===== src/hw/rtl/frar_pkg.sv =====
// ----------------------------------------------------------------------------
// frar_pkg: shared types and constants for fraction arithmetic with reduction
// Operand widths, derived datapath widths, request/response structs,
// command codes and sequencer states.
// ----------------------------------------------------------------------------
`timescale 1ns / 1ps
`default_nettype none

package frar_pkg;

    localparam int OPERAND_WIDTH = 16;

    // fixed result field widths
    localparam int NUM_W  = 33;
    localparam int DEN_W  = 31;

    // derived datapath widths
    localparam int PROD_W = 2 * OPERAND_WIDTH;   // one signed product
    localparam int NUMS_W = PROD_W + 1;          // signed sum of two products
    localparam int MAG_W  = PROD_W;              // magnitude of num or den
    localparam int SUB_W  = MAG_W + 1;           // shared subtractor width
    localparam int CNT_W  = $clog2(MAG_W);       // divide steps / gcd shift

    typedef logic signed [OPERAND_WIDTH-1:0] t_opnd;
    typedef logic signed [PROD_W-1:0]        t_prod;
    typedef logic signed [NUMS_W-1:0]        t_nums;
    typedef logic        [MAG_W-1:0]         t_mag;
    typedef logic        [SUB_W-1:0]         t_sub;
    typedef logic        [CNT_W-1:0]         t_cnt;
    typedef logic signed [NUM_W-1:0]         t_num;
    typedef logic        [DEN_W-1:0]         t_den;

    typedef enum logic [1:0] {
        CMD_ADD = 2'd0,
        CMD_SUB = 2'd1,
        CMD_MUL = 2'd2,
        CMD_DIV = 2'd3
    } t_cmd;

    typedef enum logic [3:0] {
        ST_IDLE,
        ST_MUL0,
        ST_MUL1,
        ST_MUL2,
        ST_SUM,
        ST_GCD,
        ST_DIVN,
        ST_DIVD,
        ST_DONE
    } t_state;

    typedef struct packed {
        logic [1:0] command;
        t_opnd      a_numerator;
        t_opnd      a_denominator;
        t_opnd      b_numerator;
        t_opnd      b_denominator;
    } t_req;

    typedef struct packed {
        t_num result_numerator;
        t_den result_denominator;
        logic divide_error;
    } t_rsp;

endpackage

`default_nettype wire


===== src/hw/rtl/frar_sub.sv =====
// ----------------------------------------------------------------------------
// frar_sub: shared subtractor
// Unsigned subtract with borrow out; serves both the gcd compare/subtract
// steps and the restoring divide steps.
// ----------------------------------------------------------------------------
`timescale 1ns / 1ps
`default_nettype none

module frar_sub (
    input  wire frar_pkg::t_sub i_minuend,
    input  wire frar_pkg::t_sub i_subtrahend,
    output frar_pkg::t_sub      o_diff,
    output logic                o_borrow
);

    assign {o_borrow, o_diff} = {1'b0, i_minuend} - {1'b0, i_subtrahend};

endmodule

`default_nettype wire


===== src/hw/rtl/fraction_arithmetic_reduce.sv =====
// ----------------------------------------------------------------------------
// fraction_arithmetic_reduce: rational add/sub/mul/div reduced to lowest terms
// Sequence: a request taken in idle passes the three multiply states, the sum
//   state, the binary gcd loop and the numerator and denominator divides.
//   Zero denominators go from idle to done, zero results from sum to done.
// Throughput: one request at a time; the next is taken once the sequencer is
//   back in idle.
// Reset: synchronous active low, clears sequencer and result valid.
// ----------------------------------------------------------------------------
`timescale 1ns / 1ps
`default_nettype none

module fraction_arithmetic_reduce (
    input  wire                 i_clk,
    input  wire                 i_rst_n,
    // request channel
    input  wire                 i_req_valid,
    output logic                o_req_stall,
    input  wire frar_pkg::t_req i_req,
    // response channel
    output logic                o_rsp_valid,
    input  wire                 i_rsp_stall,
    output frar_pkg::t_rsp      o_rsp
);

    // ------------------------------------------------------------------
    // Registers
    // ------------------------------------------------------------------
    frar_pkg::t_state r_state, n_state;
    frar_pkg::t_cmd   r_cmd,   n_cmd;
    frar_pkg::t_opnd  r_an, n_an, r_ad, n_ad, r_bn, n_bn, r_bd, n_bd;
    logic             r_err,  n_err;      // zero denominator seen
    logic             r_zero, n_zero;     // numerator came out zero
    logic             r_neg,  n_neg;      // sign of the result
    frar_pkg::t_prod  r_p0, n_p0, r_p1, n_p1, r_p2, n_p2;
    frar_pkg::t_mag   r_un, n_un;         // |num|, later num / g
    frar_pkg::t_mag   r_ud, n_ud;         // |den|, later den / g
    frar_pkg::t_mag   r_x,  n_x;          // gcd working pair
    frar_pkg::t_mag   r_y,  n_y;
    frar_pkg::t_cnt   r_k,  n_k;          // common factors of two
    frar_pkg::t_mag   r_g,  n_g;          // gcd
    frar_pkg::t_mag   r_rem, n_rem;       // divide partial remainder
    frar_pkg::t_cnt   r_cnt, n_cnt;       // divide step count
    logic             r_out_valid, n_out_valid;
    frar_pkg::t_rsp   r_out, n_out;

    // ------------------------------------------------------------------
    // Shared units
    // ------------------------------------------------------------------
    frar_pkg::t_opnd  mul_a, mul_b;
    frar_pkg::t_prod  mul_p;
    frar_pkg::t_sub   sub_a, sub_b, sub_diff;
    logic             sub_borrow;

    // sum stage terms
    frar_pkg::t_nums  num_s, den_s;
    logic             num_neg, den_neg;
    frar_pkg::t_mag   mag_n, mag_d;

    // divide helpers
    frar_pkg::t_mag   div_src;
    frar_pkg::t_sub   rem_sh;

    logic             out_load;

    // one signed multiplier; its product always lands in a register
    assign mul_p = frar_pkg::t_prod'(mul_a) * frar_pkg::t_prod'(mul_b);

    frar_sub u_sub (
        .i_minuend    (sub_a),
        .i_subtrahend (sub_b),
        .o_diff       (sub_diff),
        .o_borrow     (sub_borrow)
    );

    // ------------------------------------------------------------------
    // Sum / sign / magnitude of the cross products
    // ------------------------------------------------------------------
    always_comb begin
        case (r_cmd)
            frar_pkg::CMD_ADD: num_s = frar_pkg::t_nums'(r_p0) + frar_pkg::t_nums'(r_p1);
            frar_pkg::CMD_SUB: num_s = frar_pkg::t_nums'(r_p0) - frar_pkg::t_nums'(r_p1);
            default:           num_s = frar_pkg::t_nums'(r_p0);
        endcase
        den_s   = (r_cmd == frar_pkg::CMD_DIV) ? frar_pkg::t_nums'(r_p1)
                                               : frar_pkg::t_nums'(r_p2);
        num_neg = num_s[frar_pkg::NUMS_W-1];
        den_neg = den_s[frar_pkg::NUMS_W-1];
        mag_n   = frar_pkg::t_mag'(num_neg ? -num_s : num_s);
        mag_d   = frar_pkg::t_mag'(den_neg ? -den_s : den_s);
    end

    // ------------------------------------------------------------------
    // Sequencer and datapath next values
    // ------------------------------------------------------------------
    always_comb begin
        n_state = r_state;
        n_cmd   = r_cmd;
        n_an    = r_an;
        n_ad    = r_ad;
        n_bn    = r_bn;
        n_bd    = r_bd;
        n_err   = r_err;
        n_zero  = r_zero;
        n_neg   = r_neg;
        n_p0    = r_p0;
        n_p1    = r_p1;
        n_p2    = r_p2;
        n_un    = r_un;
        n_ud    = r_ud;
        n_x     = r_x;
        n_y     = r_y;
        n_k     = r_k;
        n_g     = r_g;
        n_rem   = r_rem;
        n_cnt   = r_cnt;

        mul_a   = r_an;
        mul_b   = r_bd;
        sub_a   = '0;
        sub_b   = '0;

        // dividend shifts out of the top while quotient bits enter below
        div_src = (r_state == frar_pkg::ST_DIVD) ? r_ud : r_un;
        rem_sh  = {r_rem, div_src[frar_pkg::MAG_W-1]};

        unique case (r_state)
            frar_pkg::ST_IDLE: begin
                if (i_req_valid) begin
                    n_cmd  = frar_pkg::t_cmd'(i_req.command);
                    n_an   = i_req.a_numerator;
                    n_ad   = i_req.a_denominator;
                    n_bn   = i_req.b_numerator;
                    n_bd   = i_req.b_denominator;
                    n_zero = 1'b0;
                    n_err  = (i_req.a_denominator == '0) || (i_req.b_denominator == '0) ||
                             ((frar_pkg::t_cmd'(i_req.command) == frar_pkg::CMD_DIV) &&
                              (i_req.b_numerator == '0));
                    n_state = n_err ? frar_pkg::ST_DONE : frar_pkg::ST_MUL0;
                end
            end

            frar_pkg::ST_MUL0: begin
                mul_a   = r_an;
                mul_b   = (r_cmd == frar_pkg::CMD_MUL) ? r_bn : r_bd;
                n_p0    = mul_p;
                n_state = frar_pkg::ST_MUL1;
            end

            frar_pkg::ST_MUL1: begin
                mul_a   = r_ad;
                mul_b   = r_bn;
                n_p1    = mul_p;
                n_state = frar_pkg::ST_MUL2;
            end

            frar_pkg::ST_MUL2: begin
                mul_a   = r_ad;
                mul_b   = r_bd;
                n_p2    = mul_p;
                n_state = frar_pkg::ST_SUM;
            end

            frar_pkg::ST_SUM: begin
                n_un    = mag_n;
                n_ud    = mag_d;
                n_x     = mag_n;
                n_y     = mag_d;
                n_k     = '0;
                n_neg   = num_neg ^ den_neg;
                n_zero  = (num_s == '0);
                n_state = n_zero ? frar_pkg::ST_DONE : frar_pkg::ST_GCD;
            end

            // binary gcd: strip twos, then subtract odd from odd
            frar_pkg::ST_GCD: begin
                sub_a = frar_pkg::t_sub'(r_x);
                sub_b = frar_pkg::t_sub'(r_y);
                if (!r_x[0] && !r_y[0]) begin
                    n_x = r_x >> 1;
                    n_y = r_y >> 1;
                    n_k = r_k + 1'b1;
                end else if (!r_x[0]) begin
                    n_x = r_x >> 1;
                end else if (!r_y[0]) begin
                    n_y = r_y >> 1;
                end else if (sub_borrow) begin
                    n_x = r_y;
                    n_y = r_x;
                end else if (sub_diff == '0) begin
                    n_g     = frar_pkg::t_mag'(r_y << r_k);
                    n_rem   = '0;
                    n_cnt   = '0;
                    n_state = frar_pkg::ST_DIVN;
                end else begin
                    n_x = frar_pkg::t_mag'(sub_diff >> 1);
                end
            end

            // restoring divide, one quotient bit a cycle
            frar_pkg::ST_DIVN: begin
                sub_a = rem_sh;
                sub_b = frar_pkg::t_sub'(r_g);
                n_rem = sub_borrow ? rem_sh[frar_pkg::MAG_W-1:0]
                                   : sub_diff[frar_pkg::MAG_W-1:0];
                n_un  = {r_un[frar_pkg::MAG_W-2:0], ~sub_borrow};
                n_cnt = r_cnt + 1'b1;
                if (r_cnt == frar_pkg::t_cnt'(frar_pkg::MAG_W - 1)) begin
                    n_rem   = '0;
                    n_cnt   = '0;
                    n_state = frar_pkg::ST_DIVD;
                end
            end

            frar_pkg::ST_DIVD: begin
                sub_a = rem_sh;
                sub_b = frar_pkg::t_sub'(r_g);
                n_rem = sub_borrow ? rem_sh[frar_pkg::MAG_W-1:0]
                                   : sub_diff[frar_pkg::MAG_W-1:0];
                n_ud  = {r_ud[frar_pkg::MAG_W-2:0], ~sub_borrow};
                n_cnt = r_cnt + 1'b1;
                if (r_cnt == frar_pkg::t_cnt'(frar_pkg::MAG_W - 1)) begin
                    n_cnt   = '0;
                    n_state = frar_pkg::ST_DONE;
                end
            end

            frar_pkg::ST_DONE: begin
                if (!r_out_valid || !i_rsp_stall) begin
                    n_state = frar_pkg::ST_IDLE;
                end
            end

            default: begin
                n_state = frar_pkg::ST_IDLE;
            end
        endcase
    end

    // ------------------------------------------------------------------
    // Result register: frees the sequencer while the result waits
    // ------------------------------------------------------------------
    always_comb begin
        out_load = (r_state == frar_pkg::ST_DONE) && (!r_out_valid || !i_rsp_stall);
        n_out    = r_out;
        if (out_load) begin
            if (r_err) begin
                n_out.result_numerator   = '0;
                n_out.result_denominator = '0;
                n_out.divide_error       = 1'b1;
            end else if (r_zero) begin
                n_out.result_numerator   = '0;
                n_out.result_denominator = frar_pkg::t_den'(1);
                n_out.divide_error       = 1'b0;
            end else begin
                n_out.result_numerator   = r_neg ? ('0 - frar_pkg::t_num'(r_un))
                                                 : frar_pkg::t_num'(r_un);
                n_out.result_denominator = frar_pkg::t_den'(r_ud);
                n_out.divide_error       = 1'b0;
            end
        end
        n_out_valid = out_load | (r_out_valid & i_rsp_stall);
    end

    // control state
    always_ff @(posedge i_clk) begin
        if (!i_rst_n) begin
            r_state     <= frar_pkg::ST_IDLE;
            r_out_valid <= 1'b0;
        end else begin
            r_state     <= n_state;
            r_out_valid <= n_out_valid;
        end
    end

    // payload, no reset needed
    always_ff @(posedge i_clk) begin
        r_cmd  <= n_cmd;
        r_an   <= n_an;
        r_ad   <= n_ad;
        r_bn   <= n_bn;
        r_bd   <= n_bd;
        r_err  <= n_err;
        r_zero <= n_zero;
        r_neg  <= n_neg;
        r_p0   <= n_p0;
        r_p1   <= n_p1;
        r_p2   <= n_p2;
        r_un   <= n_un;
        r_ud   <= n_ud;
        r_x    <= n_x;
        r_y    <= n_y;
        r_k    <= n_k;
        r_g    <= n_g;
        r_rem  <= n_rem;
        r_cnt  <= n_cnt;
        r_out  <= n_out;
    end

    assign o_req_stall = (r_state != frar_pkg::ST_IDLE);
    assign o_rsp_valid = r_out_valid;
    assign o_rsp       = r_out;

endmodule

`default_nettype wire


===== config.mk =====
export PLATFORM = sky130hd
export DESIGN_NAME = fraction_arithmetic_reduce
export DESIGN_NICKNAME = d
export VERILOG_FILES = /design/src/hw/rtl/frar_pkg.sv /design/src/hw/rtl/frar_sub.sv /design/src/hw/rtl/fraction_arithmetic_reduce.sv
export SDC_FILE = /design/constraint.sdc
export NUM_CORES = 2
export LEC_CHECK = 0
export ABC_AREA = 1
export ABC_CLOCK_PERIOD_IN_PS = 9300
export BUFFER_PORTS_ARGS = -buffer_cell sky130_fd_sc_hd__buf_2
export CORE_ASPECT_RATIO = 0.6
export CORE_MARGIN = 3
export CORE_UTILIZATION = 64
export CTS_CLUSTER_SIZE = 14
export DETAILED_ROUTE_END_ITERATION = 16
export PLACE_DENSITY = 0.83
export RECOVER_POWER = 25
export SETUP_SLACK_MARGIN = 0.2
export SYNTH_ARGS = -nofsm -noshare
export SYNTH_HDL_FRONTEND = slang
export SYNTH_SLANG_ARGS = --single-unit

===== constraint.sdc =====
create_clock -name i_clk -period 9.3 [get_ports i_clk]
set_clock_uncertainty 0.1 [all_clocks]
set_input_delay 0 -clock i_clk [delete_from_list [all_inputs] [get_ports i_clk]]
set_output_delay 0 -clock i_clk [all_outputs]
set_load 0.02 [all_outputs]

* Word-level counts from Yosys, hierarchy flattened *
Index checks and enable logic that the tools add are counted.

operators by class
  add/subtract/negate cells = 8
  multiply operators = 1
  eq/ne operators = 27
  shift-type cells = 1
  mux-type cells = 56
  bitwise operators = 6
  reduce and logical (&&, ||, !) cells = 38

operators with widths
  cell                     number
  $mux W32                 20
  $pmux W32 S2             5
  $pmux W33 S2             2
  $pmux W32 S3             1
  $logic_not A33 Y1        2
  $neg A32 Y32             2
  $logic_not A16 Y1        3
  $mux W4                  11
  $pmux W4 S9              1
  $mux W5                  7
  $sub A33 B32 Y34         1
  $add A32 B32 Y33         1
  $mux W33                 1
  $sub A1 B32 Y33 const A  1
  $sub A32 B32 Y33         1
  $mul A16 B16 Y32         1
  $mux W16                 2
  $pmux W16 S2             1
  $shl A32 B5 Y32          1
  $pmux W5 S2              2
  $reduce_and A6 Y1        3
  $eq A4 B3 Y1 const B     4
  $ne A2 B2 Y1 const B     8
  $add A5 B1 Y5 const B    2
  other kinds (30)         54

word-level totals
  bits in registers = 437
  input port bits = 70
  word-level logic and storage cells = 165

* Logic depth before layout (Yosys ltp) *
  depth after elaboration = 11
  mapped depth = 36
  gate-level depth less buffers = 35

* Cells and area by module *
From an unflattened synthesis, not the netlist that was laid out.

unflattened totals
  cell total of the unflattened synthesis = 4870
  area, all modules = 38580.8 µm²

by module, submodules not included
  module                      instances  cells each  area each (µm²)
  fraction_arithmetic_reduce  1          4291        35914.4
  frar_sub                    1          579         2666.3

* Worst setup path after synthesis *
OpenSTA, ideal clock, no wires.

  kind = register -> register
  from = register r_cmd[1]
  to = register r_p0[30], data pin
  arrival = 6819 ps
  data required time = 8933 ps
  path slack = 2114 ps
  cell stages (with the launch flop) = 29
  path buffers = 3
  clock period less this slack = 7186 ps
  cell sequence = edfxtp_1 buf_6 inv_2 buf_2 clkbuf_1 o21ai_0 nand3_1 clkinv_1 nand2_1 nand2_1 inv_1 nor2_1 fa_1 fa_1 fa_1 fa_1 fa_1 inv_1 fa_1 inv_1 ha_1 a21oi_1 o21ai_0 a221oi_1 o211ai_1 a21oi_1 nor2_1 nor2_1 xnor2_1

between the ends
  word-level cells in the longest chain between the ends = 4

ends and longest elaborated chain
  item                    RTL line                           text
  start, declared         fraction_arithmetic_reduce.sv:30   frar_pkg::t_cmd r_cmd, n_cmd;
  start signal, assigned  fraction_arithmetic_reduce.sv:278  r_cmd <= n_cmd;
  $eq A2 B2 Y1            fraction_arithmetic_reduce.sv:145  mul_b = (r_cmd == frar_pkg::CMD_MUL) ? r_bn : r_bd;
  $mux W16                fraction_arithmetic_reduce.sv:145
  $pmux W16 S2            fraction_arithmetic_reduce.sv:127  unique case (r_state)
  $mul A16 B16 Y32        fraction_arithmetic_reduce.sv:67   assign mul_p = frar_pkg::t_prod'(mul_a) * frar_pkg::t_prod'(mul_b);
  via mul_p[30]           fraction_arithmetic_reduce.sv:51   frar_pkg::t_prod mul_p;
  end signal, assigned    fraction_arithmetic_reduce.sv:286  r_p0 <= n_p0;
  end, declared           fraction_arithmetic_reduce.sv:35   frar_pkg::t_prod r_p0, n_p0, r_p1, n_p1, r_p2, n_p2;

The timed path passes the listed nets, and every way through them passes these cells.
A chain may end at the register's enable or synchronous reset.

* Worst setup path after layout *
  from = register r_state[0]
  to = register r_p0[29], data pin

between the ends
  word-level cells in the longest chain between the ends = 4
  elaborated cells between the ends (all ways) = 7

ends and longest elaborated chain
  item                               RTL line                           text
  start, declared                    fraction_arithmetic_reduce.sv:29   frar_pkg::t_state r_state, n_state;
  start signal, assigned             fraction_arithmetic_reduce.sv:268  r_state <= frar_pkg::ST_IDLE;
  start signal, assigned             fraction_arithmetic_reduce.sv:271  r_state <= n_state;
  $eq A4 B2 Y1                       fraction_arithmetic_reduce.sv:127
  $reduce_or A2 Y1 (no source line)  --
  $mux W16                           fraction_arithmetic_reduce.sv:127
  $mul A16 B16 Y32 *                 fraction_arithmetic_reduce.sv:67
  via mul_p[29]                      fraction_arithmetic_reduce.sv:51

The timed path passes the listed nets; every way through them passes the cells marked *.

==> impl_metrics.tcl <==
set metrics [dict create \
    status "finished, violations left" \
    violations "capacitance limit, slew limit" \
    cts-root-buf "clkbuf_16" \
    cap_violations 7 \
    max_freq_mhz 114 \
    clock_path_buffers 3 \
    drive_gt1_share_pct 5.12 \
    drcViolationCount 0 \
    drtAntennaViolNets 0 \
    clock_latency_ps 650 \
    grt_pass1_vias 34000 \
    fin_crit_ps 8740 \
    arrival_ps 9090 \
    io_pins 137 \
    drt_pass1_iterations 12 \
    die_h_um 195 \
    most-common-layout-cells "1240 x nand2_1, 898 x inv_1, 458 x nor2_1, 432 x edfxtp_1, 339 x o21ai_0" \
    gr-usage-met1_pct 65.7 \
    tritoncts "built" \
    ys_types 60 \
    timing.final.max_slew_violations 114 \
    synth-seq-area-share_pct 34.2 \
    syn_inst 4862 \
    hold_viol_final 0 \
    grt_pass1_wl_um 213000 \
    synth_top_area_cell "edfxtp_1" \
    fp.dieArea_um2 62900 \
    synth.top_cell.area_share_pct 33.9 \
    grtUsageTotal_pct 45.6 \
    cts_htree_levels 2 \
    start_kind "flip-flop" \
    fin_hold_ws_ps 3.07 \
    synth_edf_count 432 \
    critical_path_class "reg -> reg" \
    wl_per_cell_um 24.5 \
    grt-ovfl-total 0 \
    yosysWarnings 0 \
    clk_pin_slew_ps 70 \
    wirelength_um 144000 \
    post_cts_buffers 0 \
    syn-cell-area_um2 38300 \
    grtUsageMet3_pct 29.3 \
    clock_sinks 437 \
    area_delta_synth_final_pct 10.4 \
    multiInputGateArea_um2 21100 \
    first_iter_violations 6705 \
    largest_register_ffs 65 \
    place_congestion 1.12 \
    num_rows 68 \
    core_region_area_um2 58300 \
    finalSetupTns_ps 0 \
    cts_buffers 44 \
    synth_seq_cells 437 \
    ys.flop_type "edfxtp_1" \
    antenna_found_initial 4 \
    final_util_pct 72.5 \
    postSynthNetCount 5349 \
    slowest_delay_ps 550 \
    grt_use_met2_pct 55.6 \
    synthArstFlopShare_pct 0 \
    fp.dieW_um 322 \
    top_usage_layer "met1" \
    instances_no_fill 5874 \
    hold_path.class "in -> reg" \
    worstSetupEndpointType "flip-flop" \
    worst_ep_required_time_ps 9650 \
    n_fill_cell 4535 \
    synth.area.top_cells "edfxtp_1 34%, fa_1 14%, nand2_1 12%, inv_1 8.8%, ha_1 5.0%" \
    period_share_pct 94.0 \
    viasPerCell 6.21 \
    num-nets-final 5552 \
    relSlewSlack_pct -55.3 \
    grt_max_degree 135 \
    rsz0062_at_grt "no" \
    start_util_pct 65.7 \
    post-dp-hpwl_um 110000 \
    post-place-cells 5684 \
    seqCellArea_um2 13100 \
    postSynthAreaPerCell_um2 7.87 \
    num_vias 36500 \
    layout_commonest_cell "nand2_1" \
    setup-violations-final 0 \
    worst_slew_pin_slew_ps 2330 \
    crit_fanout 15 \
    cp_slowest_cell "a21oi_1" \
    port_buffers 136 \
]
final timing paths:
kind	from	end	slack (ps)	cells past startpoint
setup / recovery	r_state[0]	r_p0[29]	560	28
hold / removal	i_req[7]	r_bd[7]	3	2
setup reg to reg	r_state[0]	r_p0[29]	560	28
hold reg to reg	r_state[0]	r_state[0]	480	2
layer usage:
metal,part of all wire [%],vias up
met3,22,419
met2,36,3202
met4,3.0,10
li1,-,15900
met5,0.20,-
met1,39,16900
area by class of cell:
cell class,instances,share of cell area (%)
Inverter,919,8.17
Antenna cell,8,0.0474
Clock inverter,25,0.779
Timing Repair Buffer,308,4.97
Multi-Input combinational cell,3355,50.0
Clock buffer,52,2.78
Tap cell,770,2.28
Sequential cell,437,30.9
cells in the mapped netlist, types with 13 or more instances:
cell type / n
a21oi_1: 174
a22oi_1: 13
buf_2: 29
clkbuf_1: 103
edfxtp_1: 432
fa_1: 264
ha_1: 153
inv_1: 898
mux2i_1: 27
nand2_1: 1240
nand2_2: 18
nand3_1: 194
nand4_1: 43
nor2_1: 465
nor3_1: 43
nor4_1: 22
o2111ai_1: 13
o211ai_1: 14
o21ai_0: 341
o21ai_1: 27
o221ai_1: 23
or2_2: 30
xnor2_1: 48
xor2_1: 79
kinds of logic (layout without fill, tap and decap cells):
kind of cell	after synthesis	after routing	share of synthesized area, %
other	0	8	0
xor gates and xnor gates	127	127	2.91
adders and majority gates	417	417	18.8
DFF	437	437	34.2
and+or+nand+nor	2099	2099	22.6
AOI/OAI and AO/OA	684	684	10.1
buffers and inverters	1070	1304	10.7
muxes	28	28	0.742
through the flow:
step / area (µm²) / setup WS (ps)
floorplan: 38300 / 2110
global placement: 39800 / 635
finish: 42300 / 559
CTS: 42400 / 268
global route: 42200 / 265
detailed placement: 39800 / 286
critical path: cells and delay by family, from the launching register on:
family / cells / cell delay, ps
xor gates and xnor gates: 1 / 260
DFF: 1 / 450
and+or+nand+nor: 6 / 1610
AOI/OAI and AO/OA: 8 / 2080
buffers and inverters: 6 / 1090
adders and majority gates: 7 / 2960
repair_timing:
| action | 4_1_cts | 5_1_grt |
|---|---|---|
| gates resized for setup | 0 | 4 |
| endpoints found under the hold margin | 72 | 0 |
| setup endpoints to repair | 0 | 42 |
| hold buffers | 105 | 0 |
Power is left out: the tool's default activity adds up to more than one toggle a clock period on the data nets, which glitch-free logic cannot reach.
